## src/hdl/assert_macros.svh

```systemverilog
// Assertion macros for the console RTL.
`ifndef ASSERT_MACROS_SVH
`define ASSERT_MACROS_SVH
`ifndef NO_ASSERTIONS
// Property holds at every clock edge outside reset.
`define TCW_ASSERT(lbl, clk, rstn, prop) \
	lbl: assert property (@(posedge clk) disable iff (!rstn) (prop)) \
		else $error("console assertion failed");
// Expression is never true at a clock edge outside reset.
`define TCW_NEVER(lbl, clk, rstn, expr) \
	lbl: assert property (@(posedge clk) disable iff (!rstn) !(expr)) \
		else $error("console forbidden condition seen");
`else
`define TCW_ASSERT(lbl, clk, rstn, prop)
`define TCW_NEVER(lbl, clk, rstn, expr)
`endif
`endif

```

## src/hdl/tcw_pkg.sv

```systemverilog
// Shared types, codes and constants of the text console writer.
package tcw_pkg;

	// Default geometry
	localparam int DEF_COLS      = 80;
	localparam int DEF_ROWS      = 25;
	localparam int DEF_TERMINALS = 3;

	// Result field widths
	localparam int ROW_FW = 5;
	localparam int COL_FW = 7;
	localparam int POS_FW = 11;

	// Command codes
	localparam logic [1:0] CMD_PUT   = 2'd0;
	localparam logic [1:0] CMD_BACK  = 2'd1;
	localparam logic [1:0] CMD_CLEAR = 2'd2;
	localparam logic [1:0] CMD_READ  = 2'd3;

	// Characters
	localparam logic [7:0] CHAR_BLANK = 8'h20;
	localparam logic [7:0] CHAR_NL    = 8'h0A;
	localparam logic [7:0] CHAR_CR    = 8'h0D;

	// Per-terminal attributes
	localparam logic [7:0] ATTR_T0 = 8'h07;
	localparam logic [7:0] ATTR_T1 = 8'h10;
	localparam logic [7:0] ATTR_T2 = 8'h20;

	typedef struct packed {
		logic [1:0] cmd;
		logic [1:0] terminal;
		logic [7:0] char_code;
		logic [4:0] read_row;
		logic [6:0] read_col;
	} req_t;

	typedef struct packed {
		logic [4:0]  cursor_row;
		logic [6:0]  cursor_col;
		logic [10:0] cursor_position;
		logic [7:0]  cell_char;
		logic [7:0]  cell_attr;
		logic        scrolled;
	} rsp_t;

	// Commands from controller to datapath
	typedef struct packed {
		logic load_req;
		logic exec;
		logic sweep_start;
		logic sweep_copy;
		logic sweep_all;
		logic cell_cap;
		logic load_out;
	} ctl_t;

	// Status from datapath to controller
	typedef struct packed {
		logic term_ok;
		logic is_clear;
		logic is_read;
		logic need_scroll;
		logic sweep_busy;
		logic out_free;
	} sts_t;

	function automatic logic [7:0] attr_of(input logic [1:0] term);
		logic [7:0] a;
		case (term)
			2'd0:    a = ATTR_T0;
			2'd1:    a = ATTR_T1;
			2'd2:    a = ATTR_T2;
			default: a = ATTR_T0;
		endcase
		return a;
	endfunction

endpackage

```

## src/hdl/tcw_ctrl.sv

```systemverilog
// Controller state machine: sequences execute, sweep, fetch and result steps.
module tcw_ctrl import tcw_pkg::*; (
	input  logic clk,
	input  logic arst_n,
	input  logic req_valid,
	output logic req_stall,
	input  sts_t sts,
	output ctl_t ctl
);

	localparam logic [2:0] S_INIT   = 3'd0;
	localparam logic [2:0] S_INITW  = 3'd1;
	localparam logic [2:0] S_IDLE   = 3'd2;
	localparam logic [2:0] S_EXEC   = 3'd3;
	localparam logic [2:0] S_FETCH  = 3'd4;
	localparam logic [2:0] S_SWEEP  = 3'd5;
	localparam logic [2:0] S_RESULT = 3'd6;

	logic [2:0] state_q;
	logic [2:0] state_nxt;

	// Next state and commands
	always_comb begin
		ctl       = '0;
		state_nxt = state_q;
		req_stall = 1'b1;
		unique case (state_q)
			S_INIT: begin
				ctl.sweep_start = 1'b1;
				ctl.sweep_all   = 1'b1;
				state_nxt       = S_INITW;
			end
			S_INITW: begin
				if (!sts.sweep_busy) begin
					state_nxt = S_IDLE;
				end
			end
			S_IDLE: begin
				req_stall = 1'b0;
				if (req_valid) begin
					ctl.load_req = 1'b1;
					state_nxt    = S_EXEC;
				end
			end
			S_EXEC: begin
				ctl.exec = 1'b1;
				if (!sts.term_ok) begin
					state_nxt = S_RESULT;
				end else if (sts.is_clear) begin
					ctl.sweep_start = 1'b1;
					state_nxt       = S_SWEEP;
				end else if (sts.need_scroll) begin
					ctl.sweep_start = 1'b1;
					ctl.sweep_copy  = 1'b1;
					state_nxt       = S_SWEEP;
				end else if (sts.is_read) begin
					state_nxt = S_FETCH;
				end else begin
					state_nxt = S_RESULT;
				end
			end
			S_FETCH: begin
				ctl.cell_cap = 1'b1;
				state_nxt    = S_RESULT;
			end
			S_SWEEP: begin
				if (!sts.sweep_busy) begin
					state_nxt = S_RESULT;
				end
			end
			S_RESULT: begin
				if (sts.out_free) begin
					ctl.load_out = 1'b1;
					state_nxt    = S_IDLE;
				end
			end
			default: begin
				state_nxt = S_INIT;
			end
		endcase
	end

	// Advance state
	always_ff @(posedge clk or negedge arst_n) begin
		if (!arst_n) begin
			state_q <= S_INIT;
		end else begin
			state_q <= state_nxt;
		end
	end

endmodule

```

## config.mk

```make
export PLATFORM = sky130hd
export DESIGN_NAME = tcw_ctrl
export DESIGN_NICKNAME = d
export VERILOG_FILES = /design/src/hdl/assert_macros.svh /design/src/hdl/tcw_pkg.sv /design/src/hdl/tcw_ctrl.sv
export SDC_FILE = /design/constraint.sdc
export NUM_CORES = 1
export LEC_CHECK = 0
export ABC_AREA = 1
export BUFFER_PORTS_ARGS = -buffer_cell sky130_fd_sc_hd__buf_2
export CAP_MARGIN = 10
export CORE_AREA = 2 2 39 41
export CTS_BUF_LIST = sky130_fd_sc_hd__clkbuf_4
export CTS_CLUSTER_SIZE = 10
export DETAILED_ROUTE_END_ITERATION = 10
export DIE_AREA = 0 0 41 43
export PLACE_DENSITY = 0.52
export SETUP_SLACK_MARGIN = 0.5
export SLEW_MARGIN = 20
export SYNTH_ARGS = -nofsm -noshare
export SYNTH_HDL_FRONTEND = slang
export SYNTH_SLANG_ARGS = --single-unit
```

## constraint.sdc

```tcl
create_clock -name clk -period 1.3 [get_ports clk]
set_input_delay 0.26 -clock clk [delete_from_list [all_inputs] [get_ports clk]]
set_output_delay 0.26 -clock clk [all_outputs]
set_load 0.005 [all_outputs]
```

# Yosys cells after proc, flatten, opt, wreduce, memory -nomap -nowiden
# Index checks and enable logic that the tools add are counted.
[word_totals] register_bits=3 in_bits=9 out_inout_bits=8 wordCells=36
[classes] eq_ne=10 n_mux=23 n_reduce_logical=2
[op_table] op="$mux W3" count=7
[op_table] op="$pmux W3 S7" count=1
[op_table] op="$mux W1" count=11
[op_table] op="$eq A3 B3 Y1 const B" count=3
[op_table] op="$ne A2 B2 Y1 const B" count=4
[op_table] op="$eq A3 B2 Y1 const B" count=2
[op_table] op="$mux W2" count=3
[op_table] op="$reduce_and A4 Y1" count=1
[op_table] op="$eq A3 B1 Y1 const B" count=1
[op_table] op="$logic_not A3 Y1" count=1
[op_table] op="$pmux W1 S2" count=1

# Depth between registers and ports, before layout
# Gate-level depths: netlist of the first run.
[logic_depth] depth_word=5 mapped_depth=7 ltp_nobuf=7

# Worst setup path before layout of the first run
# No wires, ideal clock.
[synth_timing] path_type="reg-to-output" startpoint="register state_q[0]" endpoint="output port ctl[3] (netlist bit)" arrival_time_ns=0.831 t_required_ns=1.040 setup_slack_ns=0.209 path_stages_with_launch=5 path_buffers=0 path_cell_list="dfrtp_1 > nand2_2 > nor2_4 > inv_2 > nor3_1"
[synth_lines] element="from (decl)" line="tcw_ctrl.sv:19" source="logic [2:0] state_q;"
[synth_lines] element="from (signal assigned)" line="tcw_ctrl.sv:88" source="state_q <= state_nxt;"
[synth_lines] element="to (decl)" line="tcw_ctrl.sv:8" source="output ctl_t ctl"

==> impl_metrics.ini, run 1 <==
[status]
status = finished, violations left
violations = setup timing

[layout]
largest_register_ffs = 3
syn2layout_area_growth_pct = 77.7
regMostFlops = state_q
drive_gt1_frac = 0.543
seq_area_um2 = 77.6
multi_input_area_um2 = 178
nets = 80
layout_commonest_cell = buf_2
top_regs = state_q: 3 flops
layoutNonFillerInstCount = 86
diodes = 0
n_fill_cell = 152
final_cell_mix = buf_2 (15), nand2_1 (14), inv_1 (7), clkbuf_4 (4), buf_4 (4)

[floorplanning]
std_cell_rows = 14
design.core.area_mm2 = 0.00138
io_pins = 17
die_h_um = 43
initial_core_util = 0.191
die_w_um = 41
dieArea_mm2 = 0.00176

[global_route]
grt-ovfl-total = 0
grt_max_degree = 7
grt_pass1_vias = 323
grt_pass1_wl_um = 1200
antenna_found_initial = 0
track_usage = 0.105

[synth]
ys_ff_latch = 3
synth.distinct_cells = 13
synth_area_per_cell_um2 = 5.87
synthesis.area_um2 = 264
syn-num-nets = 54
synth_warnings = 0
synth-seq-area-share = 0.284
syn_inst = 45

[sta]
worst_hold_slack_ps = 358
setup_violations = 7
worst_slack_ps = -87.8
max_freq_mhz = 721
timing.final.crit_share = 1.07
final-hold-violation-count = 0
max_slew_margin = 0.838
skew_ps = 1.60
min_period_ps = 1390
slew_violations = 0
rsz0062_at_grt = yes
worstMarginPinSlew_ps = 241

[job]
maxCapViolations = 0

[clocking]
cts-root-buf = clkbuf_4
clk_path_buf_depth = 2
path_clk_slew_ps = 30
cts_max_level = 1
cts_tree = yes
clk_latency_ps = 230
clock-sinks = 3
cts_made_buffers = 3

[route]
ant_nets = 0
routed_via_density = 4.15
wirelength_um = 741
drtIter0Drc = 2
drc = 0
num_vias = 357
routedWlPerCell_um = 8.62
firstDrtPassIters = 4

[setup_path]
worst_setup_path_start_kind = flip-flop
crit_fanout = 6
critPathKind = flip-flop to primary output
end_kind = primary output
arrival_ps = 1130
required_ps = 1040

[hold_path]
min_path_type = input port to asynchronous set/reset pin

[place]
dp_hpwl_um = 572
gp_congestion = 0.676
port_buffers = 16
place_inst = 78

[power]
ir_drop_v = 0.000609
power_density_mw_per_mm2 = 2240
leakage_nw = 0.273
-- cell families (layout without fill, tap and decap cells) --
| group | after synthesis | after routing | synth area share |
|---|---|---|---|
| flops | 3 | 3 | 0.284 |
| buf+inv | 10 | 35 | 0.142 |
| simple gates | 30 | 30 | 0.526 |
| compound gates | 2 | 2 | 0.0474 |
-- repair_timing --
| item | CTS | global route |
|---|---|---|
| buffers inserted | 3 | 0 |
| pin swaps | 3 | 0 |
| resized for setup | 7 | 0 |
| endpoints found under the hold margin | 3 | 0 |
| endpoints found under the setup margin | 11 | 11 |
| hold buffers | 1 | 0 |
-- routing by layer --
metal  global-route usage  part of all wire
met1               0.0971              0.39
met2                0.166              0.54
met3               0.0471             0.070
met4               0.0800                 0
met5                    0                 0
-- per-stage QoR --
step                      TNS (ps)   util  total power, mW  setup slack (ps)  cell area [um^2]
final                         -305  0.339             1.05             -87.8               469
after global routing          -763  0.339             1.15              -131               469
after CTS                     -306  0.339             1.06             -67.3               469
after detailed placement         0  0.275            0.734               114               380
after global placement           0  0.275            0.741              97.2               380
after floorplan                  0      -            0.549               236               273
-- power breakdown --
| group | internal, mW | switching (mW) | leakage (nW) |
|---|---|---|---|
| clock | 0.135 | 0.0440 | 0.0184 |
| sequential | 0.149 | 0.0779 | 0.0335 |
| combinational | 0.304 | 0.338 | 0.222 |
-- cell type report --
cell class                 instances  share of cell area
timing repair buffer              21               0.269
tap                               16              0.0427
inverter                          10              0.0800
clock buffer                       4              0.0640
sequential                         3               0.165
multi-input combinational         32               0.379
-- synthesized netlist by cell type --
| library cell | number | share of area |
|---|---|---|
| nand2_1 | 14 | 0.20 |
| inv_1 | 7 | 0.10 |
| nand3_1 | 4 | 0.076 |
| nor2_1 | 4 | 0.057 |
| dfrtp_1 | 3 | 0.28 |
| inv_2 | 3 | 0.043 |
| nor3_1 | 3 | 0.057 |
| nand2_2 | 2 | 0.047 |
| nand4_1 | 1 | 0.024 |
| nor2_4 | 1 | 0.043 |
| nor4_1 | 1 | 0.024 |
| o21ai_1 | 1 | 0.019 |
| o21bai_1 | 1 | 0.028 |
-- critical path, stage by stage (launching register included) --
cell and delay (ps):
dfrtp_2 440, nor4_1 300, buf_2 160
-- worst paths after layout --
check,start,to,slack (ps),depth (start not counted)
worst max-delay path,state_q[0],ctl[0],-90,2
worst min-delay path,arst_n,state_q[1],360,2
worst max register to register,state_q[0],state_q[1],150,7
worst min register to register,state_q[2],state_q[2],590,2
max in group asynchronous,arst_n,state_q[2],820,2
min in group clk,sts[1],state_q[0],410,4
No activity file was read; power rests on OpenSTA's default activity.
==> inputs of run 2 (changes only) <==
==> constraint.sdc (replaced) <==
create_clock -name clk -period 1.6 [get_ports clk]
set_input_delay 0.08 -clock clk [delete_from_list [all_inputs] [get_ports clk]]
set_output_delay 0.08 -clock clk [all_outputs]
set_load 0.005 [all_outputs]
==> run 2 against run 1 <==
Against the previous run: the run now ends clean; register-to-register slack gained 240 ps; first-iteration DRC count grew 50%; via count grew 3.1%; sequential share of layout area shrank 0.46 points; wire length grew 0.81%; die area is the same; clock power shrank 17%; combinational power shrank 16%; global-route usage shrank 0.20 points; critical endpoint is now ctl[6].
==> impl_metrics.ini, run 2 (synthesis gave the netlist of run 1 again) <==
[status]
status = complete, no violations

[place]
dp_slack_ps = 543
dpl-instance-area_um2 = 364
port_buffers = 16
gp_congestion = 0.693
dp_hpwl_um = 531

[route]
firstDrtPassIters = 2
num_vias = 368
routed_via_density = 4.13
routedWlPerCell_um = 8.39
ant_nets = 0
wirelength_um = 747
drc = 0
drtIter0Drc = 3

[sta]
final-hold-violation-count = 0
skew_ps = 1.30
slew_violations = 0
timing.final.crit_share = 0.754
rsz0062_at_grt = yes
worst_slack_ps = 393
setup_violations = 0
min_period_ps = 1210
max_slew_margin = 0.882
finalSetupTns_ps = 0
worst_hold_slack_ps = 170
max_freq_mhz = 829
worstMarginPinSlew_ps = 175

[setup_path]
reg2reg_depth = 8
end_kind = primary output
critPathKind = flip-flop to primary output
crit_fanout = 7
arrival_ps = 1130
rr_endpoint = state_q[2]
reg2reg_from = state_q[1]
worst_setup_path_start_kind = flip-flop
required_ps = 1520
rrSetupSlack_ps = 390

[floorplanning]
design.core.area_mm2 = 0.00138
io_pins = 17
dieArea_mm2 = 0.00176
die_h_um = 43
die_w_um = 41
initial_core_util = 0.191
std_cell_rows = 14

[hold_path]
min_path_type = input port to asynchronous set/reset pin

[power]
power_density_mw_per_mm2 = 1830
ir_drop_v = 0.000877
leakage_nw = 0.286

[job]
maxCapViolations = 0

[global_route]
grt_busiest_layer = met2
use_met1 = 0.113
grt_pass1_vias = 341
track_usage = 0.103
gr-usage-met3 = 0.0314
grt_pass1_wl_um = 1240
met2_usage = 0.163
antenna_found_initial = 0
grt_max_degree = 8
grt-ovfl-total = 0

[layout]
fin_util = 0.354
top_regs = state_q: 3 flops
final_cell_area_um2 = 490
largest_register_ffs = 3
syn2layout_area_growth_pct = 85.8
regMostFlops = state_q
layout_commonest_cell = buf_2
diodes = 0
nets = 83
final_cell_mix = buf_2 (15), nand2_1 (14), inv_1 (7), buf_4 (7)
drive_gt1_frac = 0.534

[clocking]
path_clk_slew_ps = 40
clock-sinks = 3
clk_path_buf_depth = 2
cts-root-buf = clkbuf_4
cts_tree = yes
clk_latency_ps = 230
cts_max_level = 1
cts_made_buffers = 3
run 2: cell count changes in the layout (fill, tap and decap cells not counted), sizes merged:
cell	previous run	this run
buf	20	23
run 2: cell type report:
type	instances	area, um^2
clock buffers	4	30.0
fillers	159	893
inverters	10	40.0
multi-input cells	32	173
flip-flops and latches	3	78.8
well taps	16	20.0
repair buffers	24	149
run 2: how the worst max path moves through the flow:
| stage | startpoint | end | slack [ps] |
|---|---|---|---|
| after floorplan | state_q[1] | state_q[1] | 630 |
| after global placement | state_q[0] | state_q[1] | 530 |
| final | state_q[0] | ctl[6] | 390 |
| after CTS | state_q[1] | ctl[3] | 340 |
| after global routing | state_q[1] | state_q[1] | 300 |
| after detailed placement | state_q[0] | ctl[3] | 540 |
run 2: power by group:
group,leakage [nW],internal [mW],switching (mW)
registers,0.0326,0.124,0.0868
clock network,0.0184,0.110,0.0373
logic,0.235,0.278,0.260
run 2: timing repair:
item,CTS,global route
endpoints found under the hold margin,3,0
hold buffers,1,0
endpoints found under the setup margin,8,11
gates resized for setup,5,4
pin swaps,3,3
setup buffers,5,2
run 2: per-layer routing:
layer,vias up,routed length (um)
li1,194,-
met1,164,321
met2,10,378
met3,0,47
met4,0,0
met5,-,0
run 2: worst max-delay path: stages (launching register included):
cell and delay (ps):
dfrtp_2 460, nor3_1 190, inv_1 70, nor2_1 70
buf_2 110
run 2: per-stage QoR:
stage | instances | power [mW]
2_1_floorplan | 45 | 0.435
4_1_cts | 87 | 0.838
6_report | 89 | 0.896
3_3_place_gp | 77 | 0.569
5_1_grt | 89 | 0.988
3_5_place_dp | 77 | 0.566
==> inputs of run 3 (changes only) <==
--- a/config.mk
+++ b/config.mk
@@ -13,7 +13,7 @@
 export CTS_CLUSTER_SIZE = 10
 export DETAILED_ROUTE_END_ITERATION = 10
 export DIE_AREA = 0 0 41 43
-export PLACE_DENSITY = 0.52
+export PLACE_DENSITY = 0.53
 export SETUP_SLACK_MARGIN = 0.5
 export SLEW_MARGIN = 20
 export SYNTH_ARGS = -nofsm -noshare
==> constraint.sdc (replaced) <==
create_clock -name clk -period 1 [get_ports clk]
set_input_delay 0.05 -clock clk [delete_from_list [all_inputs] [get_ports clk]]
set_output_delay 0.05 -clock clk [all_outputs]
set_load 0.005 [all_outputs]
==> run 3 against run 2 <==
Against the previous run: the run now ends with setup timing left; clock skew rose by 2.7 ps; die area is the same; critical path depth rose by 1; cell area grew 7.1%; register-to-register slack worse by 530 ps; combinational power is 90% higher; critical path type unchanged.
==> impl_metrics.ini, run 3 (synthesis gave the netlist of run 1 again) <==
[sta]
rsz0062_at_grt = yes
max_freq_mhz = 831
max_slew_margin = 0.887
min_period_ps = 1200
final-hold-violation-count = 0
setup_violations = 11
worst_slack_ps = -203
skew_ps = 4.02
slew_violations = 0
timing.final.crit_share = 1.20
worstMarginPinSlew_ps = 169

[clocking]
clock-sinks = 3
clk_latency_ps = 230
cts_tree = yes
cts_made_buffers = 3
path_clk_slew_ps = 40
cts-root-buf = clkbuf_4
clk_path_buf_depth = 2
cts_max_level = 1

[setup_path]
required_ps = 950
crit_fanout = 4
critPathKind = flip-flop to primary output
reg2reg_from = state_q[1]
rr_endpoint = state_q[0]
crit_path_max_incr_delay_ps = 430
path_buf_inv = 3
crit_family = flip-flops
worst_setup_path_start_kind = flip-flop
reg2reg_depth = 7
arrival_ps = 1150
slowest_stage = dfrtp_2
rrSetupSlack_ps = -140
end_kind = primary output
crit_path_cell_trace = buf_6 -> nor2_4 -> inv_2 -> o21ai_2 -> buf_2

[job]
maxCapViolations = 0

[layout]
nets = 84
fin_util = 0.380
multi_input_area_um2 = 191
largest_register_ffs = 3
regMostFlops = state_q
seq_area_um2 = 78.8
syn2layout_area_growth_pct = 99.1
drive_gt1_frac = 0.635
layout_commonest_cell = buf_2
final_cell_mix = buf_2 (16), nand2_1 (13), inv_1 (6)
n_fill_cell = 151
diodes = 0
top_regs = state_q: 3 flops

[global_route]
grt_max_degree = 7
grt_pass1_vias = 299
grt-ovfl-total = 0
track_usage = 0.103
grt_pass1_wl_um = 1190
antenna_found_initial = 0

[place]
port_buffers = 16
gp_congestion = 0.645
dp_hpwl_um = 556

[floorplanning]
dieArea_mm2 = 0.00176
initial_core_util = 0.191
std_cell_rows = 14
io_pins = 17
die_w_um = 41
design.core.area_mm2 = 0.00138
die_h_um = 43

[status]
violations = setup timing
status = finished, violations left

[power]
leakage_nw = 0.295
power_density_mw_per_mm2 = 2990
ir_drop_v = 0.000704
finalPower_mw = 1.57

[route]
routed_via_density = 4.17
routedWlPerCell_um = 8.32
ant_nets = 0
drtIter0Drc = 3
num_vias = 375
firstDrtPassIters = 4
drc = 0
wirelength_um = 749

[hold_path]
min_path_type = input port to asynchronous set/reset pin
run 3: changes by cell type in the layout (fill, tap and decap cells not counted), sizes merged:
cell,delta
buf,+1
run 3: worst register-to-register path, cell delays in order (launching register included):
cell	delay, ps
dfrtp_2	440
buf_4	150
buf_6	110
buf_6	110
nand2_2	50
nand2_1	40
nand2_1	70
o21bai_1	60
run 3: worst max path at each step:
stage | cells after the start | slack (ps) | endpoint | from
3_3_place_gp | 6 | -60 | state_q[1] | state_q[0]
2_1_floorplan | 7 | 30 | state_q[1] | state_q[1]
3_5_place_dp | 6 | -50 | state_q[1] | state_q[1]
4_1_cts | 5 | -200 | ctl[3] | state_q[2]
6_report | 5 | -200 | ctl[4] | state_q[2]
5_1_grt | 5 | -260 | ctl[3] | state_q[0]
run 3: stage by stage:
stage	cells	hold WS [ps]	setup slack, ps	instance area [um^2]	setup TNS (ps)
detailed placement	81	-154	-50.9	403	-114
global placement	81	-153	-59.8	403	-129
finish	90	140	-203	526	-1540
global route	90	141	-257	526	-2270
CTS	89	139	-202	509	-1370
floorplan	45	-246	31.2	273	0
run 3: what timing repair did:
item,CTS,global route
hold buffers,1,0
buffers inserted,3,1
endpoints found under the setup margin,11,11
pin swaps,6,4
gates resized for setup,13,3
hold endpoints to repair,3,0
run 3: layout make-up:
| type | instances | area share |
|---|---|---|
| clock buffers | 4 | 0.0571 |
| inverters | 10 | 0.0762 |
| multi-input cells | 32 | 0.364 |
| flip-flops and latches | 3 | 0.150 |
| well taps | 16 | 0.0381 |
| repair buffers | 25 | 0.314 |
run 3: layer usage:
layer | track usage | vias up | part of all wire
met5 | 0 | - | 0
met4 | 0.0600 | 0 | 0.023
met3 | 0.0314 | 2 | 0.059
met2 | 0.144 | 14 | 0.49
met1 | 0.133 | 160 | 0.43
li1 | - | 199 | -
run 3: where the power goes:
part | internal, mW | switching (mW)
Sequential | 0.198 | 0.113
Combinational | 0.527 | 0.492
Clock | 0.177 | 0.0637
Total | 0.902 | 0.669
